File: src/hdl/scatter_gather_builder_assert.svh
// ----------------------------------------------------------------------------
// Scatter-gather builder assertion macros
// Shorthand for concurrent checks clocked on clk and disabled in reset.
// ----------------------------------------------------------------------------
`ifndef SCATTER_GATHER_BUILDER_ASSERT_SVH
`define SCATTER_GATHER_BUILDER_ASSERT_SVH

// same-cycle implication
`define SGB_ASSERT_IMP(label, ante, cons) \
	label: assert property (@(posedge clk) disable iff (!arst_n) (ante) |-> (cons)) \
		else $error("sgb: same-cycle check failed");

// next-cycle implication
`define SGB_ASSERT_NXT(label, ante, cons) \
	label: assert property (@(posedge clk) disable iff (!arst_n) (ante) |=> (cons)) \
		else $error("sgb: next-cycle check failed");

`endif

File: src/hdl/sgb_pkg.sv
// ----------------------------------------------------------------------------
// sgb_pkg
// Shared types and constants of the scatter-gather list builder.
// ----------------------------------------------------------------------------
`timescale 1ns / 1ps

package sgb_pkg;

	localparam int unsigned DEFAULT_PAGE_BYTES = 4096;
	localparam int unsigned CNT_W              = 21;
	localparam logic [CNT_W-1:0] CNT_MAX       = '1;
	localparam int unsigned FIFO_DEPTH         = 4;
	localparam int unsigned IN_DATA_W          = 128;
	localparam int unsigned OUT_DATA_W         = 144;

	localparam logic ACTION_START = 1'b0;
	localparam logic ACTION_XLATE = 1'b1;

	typedef enum logic [1:0] {
		KIND_REQ      = 2'd0,
		KIND_ELEM     = 2'd1,
		KIND_BAD      = 2'd2,
		KIND_UNMAPPED = 2'd3
	} sgb_kind_t;

	typedef struct packed {
		logic        action;
		logic [31:0] buf_va;
		logic [31:0] byte_count;
		logic [31:0] transfer_direction;
		logic [31:0] page_pa;
	} sgb_item_t;

	typedef struct packed {
		sgb_kind_t        kind;
		logic [31:0]      address;
		logic [31:0]      length;
		logic [CNT_W-1:0] elem_index;
		logic [CNT_W-1:0] capacity;
		logic [31:0]      direction_out;
		logic             last;
	} sgb_result_t;

	// results produced by one processed item, res[0] goes out first
	typedef struct packed {
		logic [1:0]              count;
		sgb_result_t [1:0]       res;
	} sgb_emit_t;

endpackage

File: src/hdl/sgb_job.sv
// ----------------------------------------------------------------------------
// sgb_job
// Job state and per-item result generation of the list builder.
// ----------------------------------------------------------------------------
`timescale 1ns / 1ps

module sgb_job
	import sgb_pkg::*;
#(
	parameter int unsigned PAGE_BYTES = DEFAULT_PAGE_BYTES
) (
	input  logic      clk,
	input  logic      arst_n,
	input  logic      go,
	input  sgb_item_t item,
	output sgb_emit_t emit
);

	// PAGE_BYTES must be a power of two
	localparam int unsigned PAGE_W = $clog2(PAGE_BYTES);

	logic             busy_q,      busy_nxt;
	logic [31:0]      cur_virt_q,  cur_virt_nxt;
	logic [31:0]      remain_q,    remain_nxt;
	logic [31:0]      open_phys_q, open_phys_nxt;
	logic [31:0]      open_len_q,  open_len_nxt;
	logic [CNT_W-1:0] elem_total_q, elem_total_nxt;
	logic [CNT_W-1:0] span_q,      span_nxt;
	logic [31:0]      dir_q,       dir_nxt;

	logic [33:0]      span_sum;
	logic [33:0]      span_full;
	logic [CNT_W-1:0] span_sat;
	logic [PAGE_W:0]  chunk;
	logic [31:0]      take;
	logic             contig;
	logic             slot;

	// page span of a new buffer, saturated
	assign span_sum  = 34'(item.buf_va[PAGE_W-1:0]) + 34'(item.byte_count)
	                 + 34'(PAGE_BYTES - 1);
	assign span_full = span_sum >> PAGE_W;
	assign span_sat  = (span_full > 34'(CNT_MAX)) ? CNT_MAX : span_full[CNT_W-1:0];

	// bytes left in the current page, clipped to the buffer end
	assign chunk = (PAGE_W+1)'(PAGE_BYTES) - {1'b0, cur_virt_q[PAGE_W-1:0]};
	assign take  = (32'(chunk) > remain_q) ? remain_q : 32'(chunk);

	// 33-bit sum so the end of the open element never wraps
	assign contig = (elem_total_q != '0)
	             && (({1'b0, open_phys_q} + {1'b0, open_len_q}) == {1'b0, item.page_pa});

	always_comb begin
		busy_nxt       = busy_q;
		cur_virt_nxt   = cur_virt_q;
		remain_nxt     = remain_q;
		open_phys_nxt  = open_phys_q;
		open_len_nxt   = open_len_q;
		elem_total_nxt = elem_total_q;
		span_nxt       = span_q;
		dir_nxt        = dir_q;
		slot           = 1'b0;
		emit           = '0;

		if (go) begin
			if (item.action == ACTION_START) begin
				dir_nxt  = item.transfer_direction;
				busy_nxt = 1'b0;
				emit.count = 2'd1;
				if (item.buf_va == '0 || item.byte_count == '0) begin
					emit.res[0].kind = KIND_BAD;
					emit.res[0].last = 1'b1;
				end else begin
					busy_nxt       = 1'b1;
					cur_virt_nxt   = item.buf_va;
					remain_nxt     = item.byte_count;
					open_phys_nxt  = '0;
					open_len_nxt   = '0;
					elem_total_nxt = '0;
					span_nxt       = span_sat;
					emit.res[0].kind    = KIND_REQ;
					emit.res[0].address = item.buf_va;
				end
			end else if (busy_q) begin
				if (item.page_pa == '0) begin
					busy_nxt = 1'b0;
					emit.count = 2'd1;
					emit.res[0].kind    = KIND_UNMAPPED;
					emit.res[0].address = cur_virt_q;
					emit.res[0].last    = 1'b1;
				end else begin
					if (contig) begin
						open_len_nxt = open_len_q + take;
					end else begin
						if (elem_total_q != '0) begin
							// close the open element
							emit.res[0].kind       = KIND_ELEM;
							emit.res[0].address    = open_phys_q;
							emit.res[0].length     = open_len_q;
							emit.res[0].elem_index = elem_total_q - CNT_W'(1);
							slot = 1'b1;
						end
						open_phys_nxt = item.page_pa;
						open_len_nxt  = take;
						if (elem_total_q != CNT_MAX) begin
							elem_total_nxt = elem_total_q + CNT_W'(1);
						end
					end
					cur_virt_nxt = cur_virt_q + take;
					remain_nxt   = remain_q - take;
					if (remain_nxt == '0) begin
						busy_nxt = 1'b0;
						emit.res[slot].kind       = KIND_ELEM;
						emit.res[slot].address    = open_phys_nxt;
						emit.res[slot].length     = open_len_nxt;
						emit.res[slot].elem_index = elem_total_nxt;
						emit.res[slot].capacity   = span_q;
						emit.res[slot].last       = 1'b1;
					end else begin
						emit.res[slot].kind    = KIND_REQ;
						emit.res[slot].address = cur_virt_nxt;
					end
					emit.count = slot ? 2'd2 : 2'd1;
				end
			end
		end

		emit.res[0].direction_out = dir_nxt;
		emit.res[1].direction_out = dir_nxt;
	end

	always_ff @(posedge clk or negedge arst_n) begin
		if (!arst_n) begin
			busy_q       <= 1'b0;
			cur_virt_q   <= '0;
			remain_q     <= '0;
			open_phys_q  <= '0;
			open_len_q   <= '0;
			elem_total_q <= '0;
			span_q       <= '0;
			dir_q        <= '0;
		end else begin
			busy_q       <= busy_nxt;
			cur_virt_q   <= cur_virt_nxt;
			remain_q     <= remain_nxt;
			open_phys_q  <= open_phys_nxt;
			open_len_q   <= open_len_nxt;
			elem_total_q <= elem_total_nxt;
			span_q       <= span_nxt;
			dir_q        <= dir_nxt;
		end
	end

endmodule

File: src/hdl/scatter_gather_builder.sv
// ----------------------------------------------------------------------------
// scatter_gather_builder
// Builds a merged scatter-gather element list from page translations.
// ----------------------------------------------------------------------------
// Usage:
//   Slave stream carries commands: tuser = 0 starts a job from buf_va,
//   byte_count and transfer_direction; tuser = 1 returns the physical address
//   page_pa for the last translate request (zero = unmapped page).
//   Master stream carries results: translate requests, list elements and the
//   two error kinds, tuser giving the kind and tlast closing a job.
//   Flow: an accepted beat sits in the input register until the result
//   FIFO has room for two beats; its results are then shown from the FIFO.
//   Throughput: one command per cycle while each yields one result and the
//   receiver keeps tready high; a command that closes one element and emits
//   another yields two beats and the output port drains one beat per cycle,
//   so the result FIFO sets the pace for such commands.
//   Stall: the 4-entry result FIFO keeps taking work while it has room for
//   two beats; when the receiver holds tready low the input register fills
//   and s_axis_tready drops. Nothing is lost or repeated.
//   Reset: arst_n clears the job (idle), the input valid flag and the FIFO.
// ----------------------------------------------------------------------------
`timescale 1ns / 1ps

module scatter_gather_builder
	import sgb_pkg::*;
#(
	parameter int unsigned PAGE_BYTES = DEFAULT_PAGE_BYTES
) (
	input  logic                  clk,
	input  logic                  arst_n,
	input  logic                  s_axis_tvalid,
	output logic                  s_axis_tready,
	// buf_va[31:0], byte_count[63:32], transfer_direction[95:64],
	// page_pa[127:96]
	input  logic [IN_DATA_W-1:0]  s_axis_tdata,
	// action[0]
	input  logic                  s_axis_tuser,
	output logic                  m_axis_tvalid,
	input  logic                  m_axis_tready,
	// address[31:0], length[63:32], elem_index[84:64], capacity[105:85],
	// direction_out[137:106], zero fill[143:138]
	output logic [OUT_DATA_W-1:0] m_axis_tdata,
	// kind[1:0]
	output logic [1:0]            m_axis_tuser,
	output logic                  m_axis_tlast
);

	localparam int unsigned PTR_W = $clog2(FIFO_DEPTH);
	localparam int unsigned FCNT_W = $clog2(FIFO_DEPTH + 1);

	// input register
	sgb_item_t item_s1;
	logic      valid_s1;
	logic      take_s1;
	logic      s_beat;

	// result FIFO
	sgb_result_t              fifo_q [FIFO_DEPTH];
	logic        [PTR_W-1:0]  wr_ptr_q;
	logic        [PTR_W-1:0]  rd_ptr_q;
	logic        [FCNT_W-1:0] cnt_q;
	logic        [FCNT_W-1:0] cnt_nxt;
	logic                     pop;
	logic                     err_beat;
	sgb_result_t              head;

	sgb_emit_t emit;

	assign s_beat = s_axis_tvalid && s_axis_tready;
	// item moves on only when two FIFO slots are free
	assign take_s1 = valid_s1 && (cnt_q <= FCNT_W'(FIFO_DEPTH - 2));
	assign s_axis_tready = !valid_s1 || take_s1;

	always_ff @(posedge clk or negedge arst_n) begin
		if (!arst_n) begin
			valid_s1 <= 1'b0;
		end else if (s_beat) begin
			valid_s1 <= 1'b1;
		end else if (take_s1) begin
			valid_s1 <= 1'b0;
		end
	end

	always_ff @(posedge clk) begin
		if (s_beat) begin
			item_s1.action             <= s_axis_tuser;
			item_s1.buf_va             <= s_axis_tdata[31:0];
			item_s1.byte_count         <= s_axis_tdata[63:32];
			item_s1.transfer_direction <= s_axis_tdata[95:64];
			item_s1.page_pa            <= s_axis_tdata[127:96];
		end
	end

	sgb_job #(
		.PAGE_BYTES(PAGE_BYTES)
	) u_job (
		.clk   (clk),
		.arst_n(arst_n),
		.go    (take_s1),
		.item  (item_s1),
		.emit  (emit)
	);

	assign pop = m_axis_tvalid && m_axis_tready;

	always_ff @(posedge clk) begin
		if (emit.count != 2'd0) begin
			fifo_q[wr_ptr_q] <= emit.res[0];
		end
		if (emit.count == 2'd2) begin
			fifo_q[wr_ptr_q + PTR_W'(1)] <= emit.res[1];
		end
	end

	assign cnt_nxt = cnt_q + FCNT_W'(emit.count) - FCNT_W'(pop);

	always_ff @(posedge clk or negedge arst_n) begin
		if (!arst_n) begin
			wr_ptr_q <= '0;
			rd_ptr_q <= '0;
			cnt_q    <= '0;
		end else begin
			wr_ptr_q <= wr_ptr_q + PTR_W'(emit.count);
			rd_ptr_q <= rd_ptr_q + PTR_W'(pop);
			cnt_q    <= cnt_nxt;
		end
	end

	assign head          = fifo_q[rd_ptr_q];
	assign m_axis_tvalid = (cnt_q != '0);
	assign m_axis_tdata  = {6'b0, head.direction_out, head.capacity, head.elem_index,
	                        head.length, head.address};
	assign m_axis_tuser  = head.kind;
	assign m_axis_tlast  = head.last;

	// error beat shown on the master side
	assign err_beat = m_axis_tvalid
	               && (m_axis_tuser == KIND_BAD || m_axis_tuser == KIND_UNMAPPED);

	`include "scatter_gather_builder_assert.svh"

	`SGB_ASSERT_IMP(a_fifo_bound, 1'b1, cnt_q <= FCNT_W'(FIFO_DEPTH))
	`SGB_ASSERT_NXT(a_fifo_count, 1'b1, cnt_q == $past(cnt_nxt))
	`SGB_ASSERT_IMP(a_err_last, err_beat, m_axis_tlast)
	`SGB_ASSERT_IMP(a_pair_order, emit.count == 2'd2, emit.res[0].kind == KIND_ELEM && !emit.res[0].last)

endmodule

File: config.mk
export PLATFORM = sky130hd
export DESIGN_NAME = scatter_gather_builder
export DESIGN_NICKNAME = d
export VERILOG_FILES = /design/src/hdl/sgb_pkg.sv /design/src/hdl/sgb_job.sv /design/src/hdl/scatter_gather_builder.sv
export VERILOG_INCLUDE_DIRS = /design/src /design/src/hdl
export SDC_FILE = /design/constraint.sdc
export NUM_CORES = 2
export LEC_CHECK = 0
export ABC_AREA = 1
export BUFFER_PORTS_ARGS = -buffer_cell sky130_fd_sc_hd__buf_2
export CORE_ASPECT_RATIO = 1.25
export CORE_UTILIZATION = 55
export DETAILED_ROUTE_END_ITERATION = 10
export PLACE_DENSITY = 0.71
export SLEW_MARGIN = 0
export SYNTH_ARGS = -nofsm -noshare
export SYNTH_HDL_FRONTEND = slang
export SYNTH_SLANG_ARGS = --single-unit
File: constraint.sdc
create_clock -name clk -period 16.5 [get_ports clk]
set_clock_uncertainty 0.05 [all_clocks]
set_input_delay 4.125 -clock clk [delete_from_list [all_inputs] [get_ports clk]]
set_output_delay 4.125 -clock clk [all_outputs]
set_load 0.005 [all_outputs]
==> results.py <==
metrics = {
    "timing": {
        "rsz0062_at_grt": "false",
        "drv_slew": 0,
        "tns_ns": 0,
        "tightest_slew_ns": 1.19,
        "fmax_ghz": 0.111,
        "relSlewSlack_pct": 20.6,
        "period_needed_ns": 9.01,
        "setup_slack_ns": 7.49,
        "setup_viol": 0,
        "period_share_pct": 54.6,
        "hold_slack_ns": 0.454,
        "hold_viol": 0,
    },
    "power_and_ir_drop": {
        "p_sw_share_pct": 46.5,
        "p_leak_nw": 25.0,
        "peakVddDrop_mv": 0.216,
        "power.density_mw_per_mm2": 196,
        "clkPwrFrac_pct": 19.1,
        "p_total_mw": 11.3,
        "combPwrFrac_pct": 49.4,
        "sequentialPowerShare_pct": 31.5,
        "p_int_mw": 6.04,
        "switching_power_mw": 5.24,
    },
    "critical_path": {
        "arrival_ns": 9.50,
        "max_stage_delay_ns": 0.94,
        "crit_path_end_kind": "flip-flop",
        "cpMostUsedCell": "nand2_1",
        "r2r_cells": 35,
        "critical-path-top-delay-family": "simple AND/OR/NAND/NOR gates",
        "r2r_start": "u_job.cur_virt_q[0]",
        "startpoint_type": "flip-flop",
        "path_max_fanout": 30,
        "required_ns": 16.99,
        "crit_buf_inv": 4,
        "critPathSlowestCell": "nand3_2",
        "regToRegSetupSlack_ns": 7.49,
        "worstReg2RegEnd": "fifo_q[0][79]",
        "crit_type": "reg -> reg",
    },
    "routing": {
        "vias": 46120,
        "drt_first_pass_iters": 6,
        "totalWireLength_um": 175000,
        "viasPerCell": 5.99,
        "drtIter0Drc": 5563,
        "drc": 0,
        "drtAntennaViolNets": 0,
        "wire_per_inst_um": 22.7,
    },
    "synth": {
        "synth_top_family_by_area": "simple AND/OR/NAND/NOR gates",
        "syn_avg_cell_area_um2": 8.32,
        "synth_compound_area_share_pct": 12.3,
        "synth_xor_area_share_pct": 2.91,
        "syn-cell-area_mm2": 0.0521,
        "synth_edf_count": 693,
        "synth_area_leaders": "edfxtp_1 (40%), nand2_1 (12%), dfrtp_1 (10%)",
        "yosys.area.top_type": "edfxtp_1",
        "syn_inst": 6257,
        "yosysSeqAreaShare_pct": 50.1,
        "async_reset_ff_share_pct": 23.3,
        "synth-adder-area-share_pct": 3.62,
        "muxShareOfSynthArea_pct": 0.788,
        "synth-simple-area-share_pct": 23.8,
        "synth.distinct_cells": 63,
        "yosys_warnings": 0,
        "yosysTopAreaCellShare_pct": 40.0,
        "synth_seq_cells": 904,
        "synthFlopType": "edfxtp_1",
    },
    "global_routing": {
        "grt_overflow": 0,
        "grt_pass1_wl_um": 262000,
        "grt_antenna_before_repair": 8,
        "grtUsageTotal_pct": 35.8,
        "grt_pass1_vias": 43664,
        "grt_max_degree": 192,
    },
    "clock_network": {
        "cts_max_path_buffers": 3,
        "cts_setup_buffers": 0,
        "clk_latency_ns": 0.70,
        "cts_tree": "done",
        "cts_buffers": 90,
        "ctsResizeCount": 0,
        "cts_hold_buf": 0,
        "cts_max_level": 3,
        "clock_sinks": 904,
        "clockRootBuffer": "clkbuf_16",
        "clk_pin_slew_ns": 0.06,
    },
    "final_layout": {
        "drive_above_1_share_pct": 9.23,
        "design_area_mm2": 0.0575,
        "fin_util_pct": 61.6,
        "final_nets": 6695,
        "areaGrowthSynthToFinish_pct": 10.4,
        "finalNonFillerCells": 7699,
    },
    "min_path": {
        "min_delay_worst_endpoint": "cnt_q[2]",
        "hold_path_startpoint": "cnt_q[2]",
        "worst_hold_path.num_cells": 1,
        "hold_path.class": "reg -> reg",
    },
    "run_status": {
        "run_status": "finished, final reports clean",
    },
    "placement": {
        "gp_congestion": 1.01,
        "numPortBuffers": 275,
        "placement.cell_area_mm2": 0.0544,
        "place_ws_ns": 7.87,
        "dpl.hpwl_um": 120000,
        "dp.cells": 7529,
    },
    "floorplanning": {
        "ios": 282,
        "die-width_um": 277,
        "die_area_mm2": 0.0959,
        "row_count": 125,
        "start_util_pct": 55.8,
        "core-area_mm2": 0.0934,
        "die_h_um": 346,
    },
    "flow_run": {
        "drv_cap": 0,
    },
}
[cell usage after synthesis (69+ instances only)]
| library cell | instances |
|---|---|
| nand2_1 | 1638 |
| nor2_1 | 745 |
| edfxtp_1 | 693 |
| inv_1 | 530 |
| o21ai_0 | 525 |
| nand3_1 | 371 |
| dfrtp_1 | 211 |
| clkbuf_1 | 203 |
| a21oi_1 | 196 |
| o22ai_1 | 193 |
| ha_1 | 141 |
| xor2_1 | 124 |
| nand4_1 | 79 |
| o21ai_1 | 69 |
[worst max path at each step]
stage / start / endpoint / depth (start not counted)
finish: u_job.cur_virt_q[0] / fifo_q[0][79] / 35
global route: u_job.cur_virt_q[0] / fifo_q[0][79] / 34
CTS: u_job.cur_virt_q[0] / fifo_q[3][66] / 34
detailed placement: u_job.cur_virt_q[0] / fifo_q[3][66] / 35
global placement: u_job.cur_virt_q[0] / fifo_q[3][72] / 35
floorplan: cnt_q[0] / fifo_q[3][0] / 8
[power by group through the flow]
stage               clock, mW  sequential (mW)  combinational (mW)
floorplan                   0             3.61                3.48
global placement            0             3.57                5.35
detailed placement          0             3.59                5.41
CTS                      2.17             3.54                5.43
global route             2.26             3.59                6.02
finish                   2.16             3.55                5.57
[final cells by class]
cell class | instances | area [um^2]
timing repair buffer | 329 | 1790
fill | 8139 | 35900
clock buffer | 131 | 2560
tap | 1206 | 1510
multi-input combinational | 4535 | 22900
clock inverter | 38 | 551
inverter | 555 | 2100
sequential | 904 | 26100
antenna | 1 | 2.50
[registers in the layout (all words and copies together) (netlist names)]
name and cells:
u_job.remain_q 32, valid_s1 1, wr_ptr_q 2, rd_ptr_q 2
u_job.dir_q 32, cnt_q 3, u_job.busy_q 1, u_job.elem_total_q 21
item_s1 129, u_job.open_phys_q 32, u_job.span_q 21, u_job.open_len_q 32
u_job.cur_virt_q 32, fifo_q 564
[logic make-up after synthesis]
kind of cell | count (synthesis)
mux | 35
xor+xnor | 173
fa+ha+maj | 147
simple gates | 3000
compound gates | 1138
buf+inv | 859
flops | 904
other cells | 1
[worst register-to-register path: cells and delay by family (launching register included)]
family                   cells  cell delay (ns)
flip-flops                   1             0.42
XOR/XNOR                     2             0.46
buffers and inverters        4             0.97
AND/OR/NAND/NOR             21             3.98
adder cells (fa/ha/maj)      3             0.91
AO/OA/AOI/OAI                5             2.05
[layout by cell type (no fill, tap or decap), drive strengths merged, types with 3 or more instances in the layout]
master	instances
a21boi	13
a21o	6
a21oi	199
a221oi	3
a22o	14
a22oi	15
a31oi	17
and2	4
buf	329
bufinv	9
clkbuf	131
clkinv	30
conb	42
dfrtp	211
edfxtp	693
fa	6
ha	141
inv	552
mux2	32
mux2i	3
nand2	1641
nand3	374
nand3b	13
nand4	81
nor2	772
nor3	58
nor3b	3
nor4	28
o211ai	41
o21a	6
o21ai	604
o21bai	8
o22ai	202
o31ai	4
or2	23
xnor2	49
xor2	124
[layer usage]
metal	wire length, um	GRT usage [%]	vias up
met3	17300	7.21	518
met1	66100	45.2	21724
met5	45	0	-
met4	10100	19.0	6
met2	81000	57.8	2455
li1	-	-	21417
Power figures use the tool's default switching activity.
